<file path="src/nvdq_ram.sv">
// Generic single-write, single-read RAM with registered read data.
// No dependencies.
`default_nettype none
module nvdq_ram #(
    parameter int WIDTH = 32,
    parameter int DEPTH = 16
) (
    input  wire logic                     aclk,
    input  wire logic                     we,
    input  wire logic [$clog2(DEPTH)-1:0] waddr,
    input  wire logic [WIDTH-1:0]         wdata,
    input  wire logic                     re,
    input  wire logic [$clog2(DEPTH)-1:0] raddr,
    output      logic [WIDTH-1:0]         rdata
);
    logic [WIDTH-1:0] mem [DEPTH];

    // Write and registered read
    always_ff @(posedge aclk) begin
        if (we) mem[waddr] <= wdata;
        if (re) rdata <= mem[raddr];
    end
endmodule
`default_nettype wire

</file>
<file path="config.mk">
export PLATFORM = sky130hd
export DESIGN_NAME = nvdq_ram
export DESIGN_NICKNAME = d
export VERILOG_FILES = /design/src/nvdq_ram.sv
export SDC_FILE = /design/constraint.sdc
export NUM_CORES = 1
export LEC_CHECK = 0
export ABC_AREA = 1
export BUFFER_PORTS_ARGS = -buffer_cell sky130_fd_sc_hd__buf_2
export CORE_MARGIN = 4
export CORE_UTILIZATION = 45
export CTS_CLUSTER_DIAMETER = 80
export CTS_CLUSTER_SIZE = 24
export DETAILED_ROUTE_END_ITERATION = 6
export GPL_ROUTABILITY_DRIVEN = 1
export MAX_ROUTING_LAYER = met4
export SLEW_MARGIN = 5
export SYNTH_ARGS = -nofsm -noshare
export SYNTH_HDL_FRONTEND = slang
export SYNTH_SLANG_ARGS = --single-unit
</file>
<file path="constraint.sdc">
create_clock -name aclk -period 3.35 [get_ports aclk]
set_input_delay 0.335 -clock aclk [delete_from_list [all_inputs] [get_ports aclk]]
set_output_delay 0.335 -clock aclk [all_outputs]
set_load 0.005 [all_outputs]
</file>
# == Word-level counts from Yosys, hierarchy flattened ==
# Memories as Yosys holds them, arrays and structs flattened. A register that Yosys moved wholly into a read port is not among the register bits.
# Cells that the tools add are included.
# op_classes
muxes,2
# op_table
op,count
$mux W1,2
# totals
reg_bits,0
ramBits,512
input_bits,43
out_inout_bits,32
elab_cells,3
memories,1
# memory_table
name,words,width,read_ports,rd_clocked_by_memory_dff,write_ports,line,text
mem,16,32,1,1,1,16,logic [WIDTH-1:0] mem [DEPTH];

# == Longest topological paths before layout ==
# Gate-level depths: netlist of the first run.
# logic_depth
word_depth,2
depth_mapped,10
ltp_nobuf,7

# == Worst setup path after synthesis of the first run ==
# OpenSTA, ideal clock, no wires.
# synth_path
kind,in2reg
start,input waddr[2]
end,memory mem[10][0] (enable)
setup_ps,421
arrival_ps,1907
required_ps,2929
setup_slack_ps,1022
cell_stages,2
path_buffers,0
path_cell_list,nand3b_1 -> nor2_1
# synth_lines
element,line,text
start: declaration,10,"input wire logic [$clog2(DEPTH)-1:0] waddr,"
end: declaration,16,
# No word-level cell before the write port.

==> parameters.txt, run 1 <==
Parameter                              Value

Status
  Result of the run    finished clean

Timing
  Number of setup violations in the final report    0
  Worst Tran Pin Value    approximately 1.2 ns
  Share of the clock period used by the worst path after layout    51.3%
  Worst max-slew margin expressed relative to the limit    17.5%
  Endpoints failing hold    0
  RSZ-0062 raised after global routing    false
  Skew final    0.0157 ns
  Highest clock frequency the design can meet    582 MHz
  Number of max-slew violations in the final report    0
  Summed negative setup slack over all endpoints    0 ns
  Fin crit period    1.72 ns

Floorplan
  Die Footprint    54900 sq um
  Std cell rows    82
  Die Y-Extent    234 microns
  Area of the placeable core    50400 sq um
  I/O pin count    75
  Die Wd    234 microns
  Starting density of the core    45.8%

GRT
  Global-route wire length before repair    84100 microns
  Overall overflow remaining after global route    0
  Overall track demand over capacity in global routing    20.6%
  Via count of the first global-routing pass    roughly 14000
  Antenna violations before repair    1
  Pin count of the biggest net entering global routing    roughly 130

Worst setup path
  Critical path startpoint category    input pin
  Top fanout value on the critical path    44
  Buf/Inv on CP    2
  Top Family by Delay on Critical Path    buffers and inverters
  Critical Path End Type    flip-flop
  Flop2flop setup slack    around 2.1 ns
  Critical Path AT    2.02 ns
  Crit-path max cell delay    just under 0.7 ns
  Most used cell along the critical path    nand3_1
  Crit path kind    input pin to flip-flop
  List of cells traversed by the critical path    buf_2 > buf_4 > nand3_1 > nand3_1 > nand2_1
  Slowest stage cell, crit path    buf_4
  Critical path required time    ~3.7 ns

CTS
  Clock tree from TritonCTS    built
  Clock latency of the later-clocked register in the worst-skew pair    roughly 0.59 ns
  H-tree Lvls    1
  TritonCTS Buffers    29
  Number of clock sinks seen by CTS    544
  Root buffer selected by CTS    clkbuf_16
  Number of resized instances in the post-cts repair step    0
  Post-cts hold buffer count    0
  Clock edge transition at the registers on the reported setup and hold paths    0.10 ns
  Maximum clock insertion buffer count    3
  Post-CTS setup repair buffer count    0

Detailed routing
  Post-detailed-route wirelength per cell    19.2 microns
  Count of unresolved DRC violations after routing    0
  Via-to-Cell Ratio    between 5 and 6
  Pre-Repair DR Iteration Count    5
  Post-route ant nets    0
  Post-detailed-routing wire length    54700 microns
  Vias    between 10000 and 15000
  Initial drt markers    1313

Logic synthesis
  Top cell type's share of synthesized area    70.9%
  Cell types occupying the most area after synthesis    edfxtp_1 (71%), nand2_1 (11%), nand3_1 (8.4%)
  Syn Nets    2163
  Netlist Area Pre-Place    23100 sq um
  Leading area contributor after synthesis    edfxtp_1
  Post-Syn Area per Cell    10.9 sq um
  Post-synthesis instance total    2120
  Number of distinct standard cells referenced by the synthesized netlist    14
  Flop and latch count out of synthesis    between 500 and 600
  Proportion of synthesized chip area in sequential cells    70.9%
  Synth warn    0

Final layout
  Post-layout nets    between 2000 and 2500
  Most common library cell in the layout ignoring fill and taps    nand2_1
  Non-filler cells, final    2840
  Layout cells sized above 1    roughly 7.8%
  Area growth from synthesis to layout    8.44%
  Most frequent cells in the layout    nand2_1 (677), edfxtp_1 (544), inv_1 (386), nand3_1 (385), buf_2 (72)

Power and ir drop
  Worst IR drop on VDD    0.391 mV
  Net switching fraction of the power    22.4%
  Total leakage power    10.5 nW
  Share of power burned in the clock network    31.7%
  Sw Pwr    2.80 mW
  Ratio of total power to cell area    501 nW/um^2
  Internal Pwr Total    9.73 mW
  Sequential cell fraction of total power    about 60%
  Relative contribution of combinational cells to total power    a little under 7%

Place
  Post-DP HPWL    between 20000 and 30000 microns
  Placer Congestion    a little under 0.8
  # port buffers    74
  Instance count after placement with tap cells included    2796

Job
  Number of maximum-capacitance constraint violations    0

Hold path
  Class of the tightest hold or removal check    input pin to flip-flop
flip-flops by register name (all words and copies together), names as in the netlist:
register / count
mem: 512
rdata: 32
metrics by stage:
stage          power, mW  hold slack, ns  util [%]  worst slack [ns]  cell area [sq um]
2_1_floorplan       8.37           0.434         -              1.02              23100
3_3_place_gp        8.72           0.708      47.8              1.03              24100
4_1_cts             12.6           0.104      49.6              1.67              25000
3_5_place_dp        8.73           0.723      47.8              1.04              24100
6_report            12.5           0.124      49.6              1.63              25000
5_1_grt             13.0           0.111      49.6              1.52              25000
layout make-up:
| type | instances | area, sq um |
|---|---|---|
| sequential | 544 | 16300 |
| multi-input combinational | 1081 | 4670 |
| antenna | 1 | 2.50 |
| fill | 4489 | 25400 |
| clock inverter | 13 | 179 |
| inverter | 390 | 1470 |
| tap | 672 | 841 |
| clock buffer | 30 | 729 |
| timing repair buffer | 109 | 769 |
cell usage after synthesis:
cell      instances
nand2_1         677
buf_1            14
edfxtp_1        544
buf_2            41
inv_1           388
nand3_1         385
inv_2             1
inv_4             1
clkbuf_1         14
nor2_1           17
buf_4             6
buf_6            29
nand3b_1          2
buf_12            1
final timing paths:
kind / startpoint / to / depth (start not counted)
setup / recovery: raddr[2] / rdata[10] / 5
hold / removal: wdata[31] / mem[15][31] / 1
setup reg to reg: mem[13][10] / rdata[10] / 6
hold reg to reg: mem[6][18] / rdata[18] / 6
logic make-up after synthesis:
kind of cell / Yosys count / share of synthesized area, %
buffers and inverters: 495 / 9.41
flip-flops: 544 / 70.9
AND/OR/NAND/NOR: 1081 / 19.7
per-layer routing:
metal  share of wire (%)  global-route usage [%]  vias up
li1                    -                       -     6905
met1                  44                    29.3     6957
met2                  47                    32.9      473
met3                 6.7                    1.92       77
met4                 2.1                    4.60        0
met5                   0                       -        -
power by group through the flow:
stage | registers (mW) | logic (mW) | clock network, mW
6_report | 7.70 | 0.868 | 3.97
5_1_grt | 7.71 | 0.972 | 4.32
4_1_cts | 7.70 | 0.880 | 4.05
3_5_place_dp | 7.85 | 0.878 | 0
3_3_place_gp | 7.85 | 0.867 | 0
2_1_floorplan | 7.85 | 0.520 | 0
(Power assumes the default switching activity.)
==> run 2, diff against run 1 <==
==> constraint.sdc (replaced) <==
create_clock -name aclk -period 1.75 [get_ports aclk]
set_input_delay 0.175 -clock aclk [delete_from_list [all_inputs] [get_ports aclk]]
set_output_delay 0.175 -clock aclk [all_outputs]
set_load 0.005 [all_outputs]
==> parameters.txt, run 2 (synthesized netlist as in run 1, its figures left out) <==
Parameter                              Value

Status
  Result of the run    finished clean

Place
  Post-DP Area    24600 sq um
  # port buffers    74
  Placer Congestion    0.773
  Worst-case setup slack after placement    0.174 ns
  Post-DP HPWL    28300 microns
  Instance count after placement with tap cells included    2814

Floorplan
  Std cell rows    roughly 80
  I/O pin count    75
  Die Y-Extent    234 microns
  Die Footprint    54900 sq um
  Area of the placeable core    50400 sq um
  Die Wd    between 200 and 250 microns
  Starting density of the core    45.8%

Hold path
  Class of the tightest hold or removal check    input pin to flip-flop
  Startpoint of the most critical hold path    re
  Cells on Worst Hold Path    2
  Hold Crit Endpoint    rdata[31]

Worst setup path
  Crit path kind    flip-flop to primary output
  Top fanout value on the critical path    1
  Origin of the critical flop-to-flop path    mem[13][27]
  Slowest stage cell, crit path    edfxtp_1
  Worst reg-to-reg path cell count    6
  Worst flop-to-flop path endpoint    rdata[27]
  Flop2flop setup slack    0.60 ns
  Critical Path End Type    primary output
  Top Family by Delay on Critical Path    flip-flops
  Critical path required time    between 1.5 and 2 ns
  Buf/Inv on CP    1
  Critical Path AT    between 1 and 1.5 ns
  List of cells traversed by the critical path    buf_2
  Critical path startpoint category    flip-flop
  Crit-path max cell delay    roughly 0.48 ns

CTS
  Post-CTS setup repair buffer count    0
  Number of resized instances in the post-cts repair step    0
  Root buffer selected by CTS    clkbuf_16
  Clock latency of the later-clocked register in the worst-skew pair    ~0.59 ns
  H-tree Lvls    1
  Post-cts hold buffer count    32
  Number of clock sinks seen by CTS    544
  Maximum clock insertion buffer count    3
  Clock edge transition at the registers on the reported setup and hold paths    0.09 ns
  Clock tree from TritonCTS    built
  TritonCTS Buffers    28

Detailed routing
  Count of unresolved DRC violations after routing    0
  Initial drt markers    1320
  Via-to-Cell Ratio    5.03
  Post-detailed-routing wire length    about 54000 microns
  Vias    roughly 15000
  Pre-Repair DR Iteration Count    6
  Post-detailed-route wirelength per cell    18.6 microns
  Post-route ant nets    0

Final layout
  Max reg flops    512
  Filler cell count    between 4000 and 5000
  Post-layout utilization of the core    between 50 and 60%
  Count of antenna diodes in the layout    0
  Post-layout nets    2247
  Finished Cell Area    about 26000 sq um
  Non-filler cells, final    2886
  Area growth from synthesis to layout    11.6%
  Multi-input gate area in the final layout    4670 sq um
  Most frequent cells in the layout    nand2_1 (677), edfxtp_1 (544), inv_1 (386), nand3_1 (385), buf_2 (72)
  Layout cells sized above 1    roughly 8.4%
  Sequential cell area in the final layout    16300 sq um
  Most common library cell in the layout ignoring fill and taps    nand2_1
  Registers with the most flip-flops    mem (512), rdata (32)
  Top reg by flops    mem

GRT
  Global-route wire length before repair    82400 microns
  Antenna violations before repair    0
  Overall track demand over capacity in global routing    about 20%
  Pin count of the biggest net entering global routing    94
  Via count of the first global-routing pass    14099
  Overall overflow remaining after global route    0

Timing
  Share of the clock period used by the worst path after layout    between 80% and 90%
  Setup slack of the critical path after layout    ~0.33 ns
  Worst max-slew margin expressed relative to the limit    61.0%
  Worst Tran Pin Value    between 0.5 and 0.6 ns
  Hold_ws    0.100 ns
  Number of max-slew violations in the final report    0
  Skew final    about 0.011 ns
  Number of setup violations in the final report    0
  Highest clock frequency the design can meet    between 700 and 800 MHz
  RSZ-0062 raised after global routing    false
  Endpoints failing hold    0
  Fin crit period    ~1.4 ns
  Summed negative setup slack over all endpoints    0 ns

Power and ir drop
  Worst IR drop on VDD    0.780 mV
  Total Power Consumption    around 24 mW
  Ratio of total power to cell area    927 nW/um^2
  Total leakage power    about 11 nW

Job
  Number of maximum-capacitance constraint violations    0
[run 2: cell types whose count changed in the layout (fill, tap and decap cells not counted), moves of 2 or more]
cell,previous run,this run
clkinv_1,3,1
buf_4,26,17
clkinv_2,1,3
dlygate4sd3_1,0,32
inv_6,2,4
buf_12,10,37
[run 2: cell type report]
class / count / share of cell area [%]
sequential: 544 / 63.5
multi-input combinational: 1081 / 18.1
timing repair buffer: 159 / 6.07
inverter: 390 / 5.72
tap: 672 / 3.27
clock buffer: 29 / 2.82
clock inverter: 11 / 0.486
[run 2: worst max-delay path by stage]
stage	startpoint	end	cells after the start
floorplan	waddr[2]	mem[10][0]	2
global placement	raddr[0]	rdata[15]	8
detailed placement	raddr[0]	rdata[19]	8
CTS	rdata[3]	rdata[3]	1
global route	rdata[10]	rdata[10]	1
finish	rdata[10]	rdata[10]	1
[run 2: routing by layer]
metal  routed length (microns)  GRT usage [%]  vias to the layer above
li1                          -              -                     6998
met2                     26200           33.6                      382
met4                       813           3.62                        0
met5                         0              -                        -
met1                     24000           27.5                     7089
met3                      2730           1.96                       62
[run 2: report_power, final]
| part | switching, mW | total [mW] | internal (mW) |
|---|---|---|---|
| Combinational | 1.20 | 1.78 | 0.574 |
| Clock | 4.02 | 7.34 | 3.32 |
| Sequential | 0.0869 | 14.7 | 14.7 |
| Total | 5.31 | 23.9 | 18.5 |
