--- config.mk ---
export PLATFORM = sky130hd
export DESIGN_NAME = nvdq_mul
export DESIGN_NICKNAME = d
export VERILOG_FILES = /design/src/nvdq_pkg.sv /design/src/nvdq_mul.sv
export SDC_FILE = /design/constraint.sdc
export NUM_CORES = 2
export LEC_CHECK = 0
export BUFFER_PORTS_ARGS = -buffer_cell sky130_fd_sc_hd__clkbuf_2
export CORE_MARGIN = 3
export CORE_UTILIZATION = 25
export DETAILED_ROUTE_END_ITERATION = 7
export PLACE_DENSITY = 0.4
export SYNTH_ARGS = -nofsm -noshare
export SYNTH_HDL_FRONTEND = slang
export SYNTH_SLANG_ARGS = --single-unit
--- constraint.sdc ---
create_clock -name aclk -period 11.9 [get_ports aclk]
set_clock_uncertainty 0.15 [all_clocks]
set_input_delay 2.38 -clock aclk [delete_from_list [all_inputs] [get_ports aclk]]
set_output_delay 2.38 -clock aclk [all_outputs]
set_load 0.05 [all_outputs]
--- src/nvdq_pkg.sv ---
// Package for the NVFP4 to bfloat16 dequantizer: commands, fp32 constants,
// and the multiplier front-end struct with fp32 helper functions. No dependencies.
`default_nettype none
package nvdq_pkg;
    localparam logic [1:0] CMD_CONVERT    = 2'd0;
    localparam logic [1:0] CMD_LOAD_CODE  = 2'd1;
    localparam logic [1:0] CMD_LOAD_SCALE = 2'd2;

    localparam logic [31:0] FP_ABS_MASK = 32'h7fffffff;
    localparam logic [31:0] FP_INF      = 32'h7f800000;
    localparam logic [31:0] FP_QNAN     = 32'h7fc00000;
    localparam logic [31:0] FP_QUIET    = 32'h00400000;
    localparam logic [15:0] BF_QUIET    = 16'h0040;
    localparam logic [31:0] BF_BIAS     = 32'h00007fff;

    // Multiplier front-end result handed to the rounding stage
    typedef struct packed {
        logic        special;   // result fully decided in front end
        logic [31:0] spec_val;
        logic        sign;
        logic [9:0]  exp;       // signed biased exponent of product
        logic [47:0] prod;      // normalized, bit 47 set
    } mul_mid_t;

    // Count leading zeros of a 24-bit significand (at most 23 for nonzero)
    function automatic logic [4:0] clz24(input logic [23:0] v);
        logic [4:0] n;
        logic       found;
        n = 5'd0;
        found = 1'b0;
        for (int i = 23; i >= 0; i--) begin
            if (!found && v[i]) begin
                found = 1'b1;
                n = 5'(23 - i);
            end
        end
        return n;
    endfunction

    // Operand decode and special cases; product left for a register
    function automatic mul_mid_t mul_front(input logic [31:0] a, input logic [31:0] b,
                                           input logic [47:0] p);
        mul_mid_t   r;
        logic [31:0] ma;
        logic [31:0] mb;
        logic [9:0]  ea;
        logic [9:0]  eb;
        logic [4:0]  za;
        logic [4:0]  zb;
        r = '0;
        ma = a & FP_ABS_MASK;
        mb = b & FP_ABS_MASK;
        r.sign = a[31] ^ b[31];
        za = clz24({ma[30:23] != 8'd0, ma[22:0]});
        zb = clz24({mb[30:23] != 8'd0, mb[22:0]});
        ea = (ma[30:23] == 8'd0) ? 10'd1 : {2'b00, ma[30:23]};
        eb = (mb[30:23] == 8'd0) ? 10'd1 : {2'b00, mb[30:23]};
        r.exp = ea - 10'(za) + eb - 10'(zb) - 10'd127;
        if (p[47]) begin
            r.exp = r.exp + 10'd1;
            r.prod = p;
        end else begin
            r.prod = {p[46:0], 1'b0};
        end
        if (ma > FP_INF) begin
            r.special = 1'b1;
            r.spec_val = a | FP_QUIET;
        end else if (mb > FP_INF) begin
            r.special = 1'b1;
            r.spec_val = b | FP_QUIET;
        end else if (ma == FP_INF || mb == FP_INF) begin
            r.special = 1'b1;
            r.spec_val = (ma == 32'd0 || mb == 32'd0) ? FP_QNAN : {r.sign, FP_INF[30:0]};
        end else if (ma == 32'd0 || mb == 32'd0) begin
            r.special = 1'b1;
            r.spec_val = {r.sign, 31'd0};
        end
        return r;
    endfunction

    // Normalized significands with leading one placed at bit 23
    function automatic logic [23:0] sig_norm(input logic [31:0] a);
        logic [23:0] s;
        s = {a[30:23] != 8'd0, a[22:0]};
        return s << clz24(s);
    endfunction

    // Round a normalized product to fp32, nearest-even, with subnormals
    function automatic logic [31:0] mul_round(input mul_mid_t m);
        logic [31:0] r;
        logic [5:0]  sh;
        logic [9:0]  shw;
        logic [47:0] keep;
        logic [47:0] rem;
        logic [47:0] half;
        logic [47:0] mask;
        logic [33:0] bits;
        sh = 6'd24;
        shw = 10'd24;
        if ($signed(m.exp) < 10'sd1) shw = 10'd25 - m.exp;
        if ($signed(m.exp) >= 10'sd255) begin
            r = {m.sign, FP_INF[30:0]};
        end else if (shw > 10'd48) begin
            r = {m.sign, 31'd0};
        end else begin
            sh = shw[5:0];
            keep = m.prod >> sh;
            mask = (48'd1 << sh) - 48'd1;
            rem = m.prod & mask;
            half = 48'd1 << (sh - 6'd1);
            if (rem > half || (rem == half && keep[0])) keep = keep + 48'd1;
            if ($signed(m.exp) < 10'sd1) bits = {10'd0, keep[23:0]};
            else bits = {m.exp[7:0] - 8'd1, 23'd0} + {9'd0, keep[24:0]};
            if (bits >= {2'b00, FP_INF}) r = {m.sign, FP_INF[30:0]};
            else r = {m.sign, bits[30:0]};
        end
        if (m.special) r = m.spec_val;
        return r;
    endfunction

    function automatic logic [15:0] to_bf16(input logic [31:0] v);
        logic [31:0] s;
        s = v + BF_BIAS + {31'd0, v[16]};
        if ((v & FP_ABS_MASK) > FP_INF) return v[31:16] | BF_QUIET;
        return s[31:16];
    endfunction
endpackage
`default_nettype wire

--- src/nvdq_mul.sv ---
// Three-stage-per-multiply fp32 lane: code x scale, then x outer, then bf16.
// Depends on nvdq_pkg. Stall by en: all registers hold when en is low.
`default_nettype none
module nvdq_mul (
    input  wire logic        aclk,
    input  wire logic        en,
    input  wire logic [31:0] code_val,
    input  wire logic [31:0] scale_val,
    input  wire logic [31:0] outer_val,
    output      logic [15:0] bf_val
);
    import nvdq_pkg::*;

    logic [31:0]   a1_reg, b1_reg, o1_reg;
    logic [47:0]   p1_reg;
    nvdq_pkg::mul_mid_t m1_reg;
    logic [31:0]   o2_reg;
    logic [31:0]   r1_reg;
    logic [31:0]   o3_reg;
    logic [31:0]   o3_reg_d;
    logic [47:0]   p2_reg;
    logic [31:0]   a2_reg;
    nvdq_pkg::mul_mid_t m2_reg;
    logic [31:0]   r2_reg;

    // Stage 1: first significand multiply
    // Stage 2: decode; Stage 3: round; Stage 4: second multiply
    // Stage 5: decode; Stage 6: round; Stage 7: bf16
    always_ff @(posedge aclk) begin
        if (en) begin
            a1_reg <= code_val;
            b1_reg <= scale_val;
            o1_reg <= outer_val;
            p1_reg <= 48'(sig_norm(code_val)) * 48'(sig_norm(scale_val));
            m1_reg <= mul_front(a1_reg, b1_reg, p1_reg);
            o2_reg <= o1_reg;
            r1_reg <= mul_round(m1_reg);
            o3_reg <= o2_reg;
            a2_reg <= {r1_reg[31], r1_reg[30:0]};
            p2_reg <= 48'(sig_norm(r1_reg)) * 48'(sig_norm(o3_reg));
            m2_reg <= mul_front(a2_reg, o3_reg_d, p2_reg);
            r2_reg <= mul_round(m2_reg);
            bf_val <= to_bf16(r2_reg);
        end
    end

    // Delay the outer scale to line up with the second decode
    always_ff @(posedge aclk) begin
        if (en) o3_reg_d <= o3_reg;
    end
endmodule
`default_nettype wire

**After elaboration in Yosys (flattened, before gate mapping)**

Index checks and enable logic that the tools add are counted.
W data, S select, Z words.

- Register bits: 584
- Input bits: 98
- Output and inout port bits: 16

- Add/sub/neg operators: 24
- Multiply operators: 2
- $lt $le $gt $ge: 15
- Eq/ne operators: 6
- Shifts and indexed selects: 10
- Muxes and demuxes: 610
- Bitwise operators: 4
- Reduce and logical (&&, ||, !) cells: 396

Operators by type and width:

| cell | count |
|---|---|
| $mux W5 | 183 |
| $mux W32 | 12 |
| $mux W1 | 378 |
| $mux W34 | 6 |
| $mux W25 | 8 |
| $shl A1 B6 Y48 const A | 4 |
| $logic_and A1 B1 Y1 | 186 |
| $mux W31 | 6 |
| $logic_not A1 Y1 | 184 |
| $gt A31 B31 Y1 const B | 5 |
| $logic_not A32 Y1 | 4 |
| $eq A31 B31 Y1 const B | 4 |
| $and A48 B48 Y48 | 2 |
| $eq A48 B48 Y1 | 2 |
| $gt A48 B48 Y1 | 2 |
| $mul A24 B24 Y48 | 2 |
| $shl A24 B5 Y24 | 4 |
| $shr A48 B6 Y25 | 2 |
| $sub A48 B1 Y48 const B | 2 |
| $mux W47 | 2 |
| $ge A34 B31 Y1 const B | 2 |
| $mux W33 | 2 |
| $add A31 B25 Y32 | 2 |
| $reduce_bool A8 Y1 | 8 |
| 23 further kinds | 55 |

**Depth between registers and ports, before layout**

- Depth after elaboration: 101
- Mapped depth: 47
- Depth with buffers taken out: 39

**Least setup slack after synthesis**

OpenSTA, ideal clock, no wires.

- Kind: in2reg
- From: in code_val[28]
- To: reg p1_reg[47], data pin
- Library setup time: 0.260 ns
- Data arrival time: 12.187 ns
- Data required time: 11.490 ns
- Slack: -0.697 ns
- Stages on the path: 38
- Buffers on the path: 3
- Cells stage by stage: nor4_1 nand4b_1 or3_1 nor3_2 nand2_1 o21a_1 buf_2 clkinv_1 buf_2 mux2i_1 o22ai_1 a221oi_1 clkbuf_1 and3_1 fa_1 fa_1 inv_1 fa_1 (+2 left out) fa_1 fa_1 inv_1 fa_1 inv_1 ha_1 and3_1 a221oi_1 o311ai_0 a21oi_1 o21ai_0 o31a_1 o41ai_1 o21ai_0 or4_1 a31o_2 a21oi_1 xnor2_1

- Longest elaborated chain between the ends: 97

RTL lines:

| element | line | text |
|---|---|---|
| start, declared | nvdq_mul.sv:7 | `input wire logic [31:0] code_val,` |
| $reduce_bool A8 Y1 (*) | nvdq_pkg.sv:84 | `s = {a[30:23] != 8'd0, a[22:0]};` |
| $mux W1 | nvdq_pkg.sv:32 | `if (!found && v[i]) begin` |
| $mux W1 | nvdq_mul.sv:30 | `if (en) begin` |
| $logic_not A1 Y1 | nvdq_pkg.sv:32 |  |
| $logic_and A1 B1 Y1 | nvdq_pkg.sv:32 |  |
| $mux W1 | nvdq_pkg.sv:32 |  |
| $mux W1 | nvdq_mul.sv:30 |  |
| $logic_not A1 Y1 | nvdq_pkg.sv:32 |  |
| (+81 left out) | n/a |  |
| $mux W1 | nvdq_pkg.sv:32 |  |
| $mux W1 | nvdq_mul.sv:30 |  |
| $logic_not A1 Y1 | nvdq_pkg.sv:32 |  |
| $logic_and A1 B1 Y1 | nvdq_pkg.sv:32 |  |
| $mux W5 | nvdq_pkg.sv:32 |  |
| $mux W5 | nvdq_mul.sv:30 |  |
| $shl A24 B5 Y24 (*) | nvdq_pkg.sv:85 | `return s << clz24(s);` |
| $mul A24 B24 Y48 (*) | nvdq_mul.sv:34 | `p1_reg <= 48'(sig_norm(code_val)) * 48'(sig_norm(scale_val));` |
| end signal, assigned | nvdq_mul.sv:34 |  |
| end, declared | nvdq_mul.sv:15 | `logic [47:0] p1_reg;` |

Every way passes the cells marked *; elsewhere a longest branch is shown, timed or not. The select of a mux whose other input is x is not followed.
A chain may end at the register's enable or synchronous reset.

**Worst setup path in the final report**

- From: in scale_val[18]
- To: reg p1_reg[47], data pin

- Longest elaborated chain between the ends: 77

RTL lines:

| element | line | text |
|---|---|---|
| start, declared | nvdq_mul.sv:8 | `input wire logic [31:0] scale_val,` |
| $logic_and A1 B1 Y1 | nvdq_pkg.sv:32 |  |
| $mux W1 | nvdq_pkg.sv:32 |  |
| $mux W1 | nvdq_mul.sv:30 |  |
| $logic_not A1 Y1 | nvdq_pkg.sv:32 |  |
| $logic_and A1 B1 Y1 | nvdq_pkg.sv:32 |  |
| $mux W1 | nvdq_pkg.sv:32 |  |
| $mux W1 | nvdq_mul.sv:30 |  |
| $logic_not A1 Y1 | nvdq_pkg.sv:32 |  |
| (+61 left out) | n/a |  |
| $mux W1 | nvdq_pkg.sv:32 |  |
| $mux W1 | nvdq_mul.sv:30 |  |
| $logic_not A1 Y1 | nvdq_pkg.sv:32 |  |
| $logic_and A1 B1 Y1 | nvdq_pkg.sv:32 |  |
| $mux W5 | nvdq_pkg.sv:32 |  |
| $mux W5 | nvdq_mul.sv:30 |  |
| $shl A24 B5 Y24 (*) | nvdq_pkg.sv:85 |  |
| $mul A24 B24 Y48 (*) | nvdq_mul.sv:34 |  |

Marked as above.

==> flow_summary_export.csv <==
group,metric,value,unit
outcome,outcome,"finished, violations left",
outcome,violations,"negative setup slack",
run,cap_violations,0,
final_layout,layout.nets,11270,
clocking,cts-root-buf,"clkbuf_16",
setup_path,crit_fanout,6,
final_layout,final_util,30.3,%
final_layout,drive_gt1_share,16.9,%
sta,fmax,82.1,MHz
yosys,ys_seq_elements,584,
routing,drtIter0Drc,5259,
yosys,syn-instance-count,9000,
yosys,syn_nets,10584,
grt,grtUsageMet3,1.83,%
routing,dr.pass1.iters,8,
setup_path,critPathMaxStageDelay,0.61,ns
clocking,clk_pin_slew,0.06,ns
yosys,synthFlopType,"edfxtp_1",
die,ios,114,
die,die_w,572,um
sta,setup_viol,2,
routing,ant_nets,0,
place,dpl.hpwl,282000,um
clocking,cts_buffer_depth,3,
yosys,synth_cell_types,103,
sta,hold-worst-slack,0.264,ns
setup_path,r2r_cells,44,
yosys,syn_area,80100,um2
yosys,yosys_warnings,0,
yosys,ys_seq_area_share,21.9,%
setup_path,worstSetupEndpointType,"flip-flop",
grt,use_met1,26.2,%
sta,report.final.slew_viol_count,0,
sta,rsz0062_at_grt,"true",
yosys,synthTopCellsByArea,"fa_1 25%, edfxtp_1 22%, ha_1 7.9%",
die,core_area,318000,um2
sta,min_period,12.19,ns
place,io_buffers,113,
clocking,cts.htree.levels,3,
die,die_y,572,um
setup_path,start_kind,"input pin",
sta,tightest_slew,1.26,ns
routing,wire_per_inst,24.7,um
setup_path,crit_path_top_delay_cell,"fa_1",
place,routabilityCongestion,0.978,
final_layout,area_delta_synth_final,20.2,%
grt,grt_use_met2,36.2,%
grt,grt_max_degree,161,
worst_hold_path,hold_path_depth,0,
sta,fin_crit_sh,102,%
yosys,synth_edf_count,584,
routing,vias,69567,
sta,setup_ws,-0.286,ns
grt,busiest_layer,"met2",
grt,antenna_found_initial,18,
yosys,syn_avg_cell_area,8.90,um2
grt,grt_pass1_wl,502000,um
die,start_util,25.2,%
routing,route.detailed.drc,0,
sta,hold_violations,0,
setup_path,arrival,12.46,ns
grt,first_global_vias,71804,
clocking,numClockSinks,584,
clocking,cts_tree,"built",
worst_hold_path,hold_class,"reg -> reg",
setup_path,cp_common_cell,"fa_1",
grt,grt.total_usage,20.7,%
yosys,synth_top_area_cell,"fa_1",
routing,via_per_inst,5.00,
grt,grt_overflow_total,0,
clocking,postCtsHoldBufs,0,
sta,slew_headroom,15.7,%
yosys,yosysTopAreaCellShare,24.5,%
clocking,clock_latency,0.67,ns
setup_path,cp_data_required_time,12.17,ns
yosys,async_flop_share,0,%
die,die_area,327000,um2
setup_path,path_class,"in -> reg",
routing,drt_wl_total,344000,um
clocking,cts-buffers-inserted,70,
final_layout,fillers,33396,
die,row_count,207,
[critical path: cells and delay by family]
kind,cells,cell delay [ns]
fa+ha+maj,8,4.01
compound gates,12,2.26
simple gates,10,2.24
buf+inv,7,1.17
mux,1,0.31
xor+xnor,1,0.07
[cell usage in the layout, fill, tap and decap left out, types with 31 or more instances in the layout]
cell       count
o21ai_0      244
or2_2         47
xor2_1        79
buf_4        879
mux2_2       113
nor3_1       149
and3_1        79
a31oi_1       42
a211oi_1      84
mux2i_1      208
a221o_1       41
fa_1         972
o21bai_1      33
nor2_1       905
and2_1       124
nand3_1      174
o211ai_1      36
xnor2_1      162
clkbuf_2     110
nand2b_1      71
nor4_1        60
clkbuf_16     72
nand4_1       67
edfxtp_1     584
nor2b_1       63
o21ai_1       31
nand2_1     1192
a21o_1        77
o22ai_1       98
ha_1         495
inv_1       1228
a21oi_1      344
o21a_1        44
buf_12        81
[what timing repair did]
item,CTS,global route
resized for setup,115,121
endpoints found under the hold margin,0,0
setup buffers,18,32
cloned,2,1
pin swaps,30,43
setup endpoints to repair,16,19
[metrics by stage]
step	setup slack (ns)	setup TNS (ns)	cells	area, um2
global placement	-1.97	-16.90	13742	92300
global route	-0.671	-1.43	13924	96300
finish	-0.286	-0.366	13925	96300
CTS	-0.390	-0.562	13891	95500
detailed placement	-1.94	-14.53	13742	92300
floorplan	0.00429	0	9000	80300
[kinds of logic after synthesis]
group	Yosys count	synth area share [%]
simple gates	3102	17.4
buf+inv	1727	8.30
compound gates	1494	12.5
fa+ha+maj	1486	32.4
flops	584	21.9
mux	365	4.77
xor+xnor	242	2.65
[per-layer routing]
layer	vias to the layer above	routed length [um]
met5	-	0
met4	0	16900
met3	583	13800
met2	2217	170000
met1	35174	143000
li1	31593	-
[final cells by class]
cell class | count | area [um2] | area share [%]
multi-input cells | 6689 | 57200 | 59.4
flip-flops and latches | 584 | 17500 | 18.2
repair buffers | 1096 | 9110 | 9.46
well taps | 4180 | 5230 | 5.43
inverters | 1244 | 4670 | 4.85
clock buffers | 74 | 1770 | 1.83
clock inverters | 55 | 754 | 0.784
repair inverters | 1 | 5.00 | 0.00520
diodes | 2 | 5.00 | 0.00520
[cells in the mapped netlist (all sizes together), types with 15 or more instances]
library cell  number
fa               982
o211ai            36
a221oi            27
or2               51
buf              129
nand3            178
xor2              80
nor3             160
a211o             15
ha               504
or3               34
o221ai            20
a22o              26
o21bai            33
o21ai            289
a221o             41
o221a             18
clkbuf           354
a21o              78
nand2           1194
o21a              49
or4               23
and2             131
edfxtp           584
mux2             113
a22oi             32
o22ai            102
xnor2            162
o32ai             21
nand4             68
a31oi             45
a21boi            28
inv             1241
mux2i            250
a2111oi           17
nor2b             64
a211oi            91
o31ai             29
nor2             925
a21oi            367
and3              81
nor4              76
nand2b            72
[final timing paths]
kind / from / to / slack, ns
worst max-delay path: scale_val[18] / p1_reg[47]$_DFFE_PP_ / -0.29
worst min-delay path: o1_reg[22]$_DFFE_PP_ / o2_reg[22]$_DFFE_PP_ / 0.26
worst max register to register: o3_reg[28]$_DFFE_PP_ / p2_reg[43]$_DFFE_PP_ / 0.54
worst min register to register: o1_reg[22]$_DFFE_PP_ / o2_reg[22]$_DFFE_PP_ / 0.26
Power is left out: the tool's default activity adds up to more than one toggle a clock period on the data nets, which glitch-free logic cannot reach.
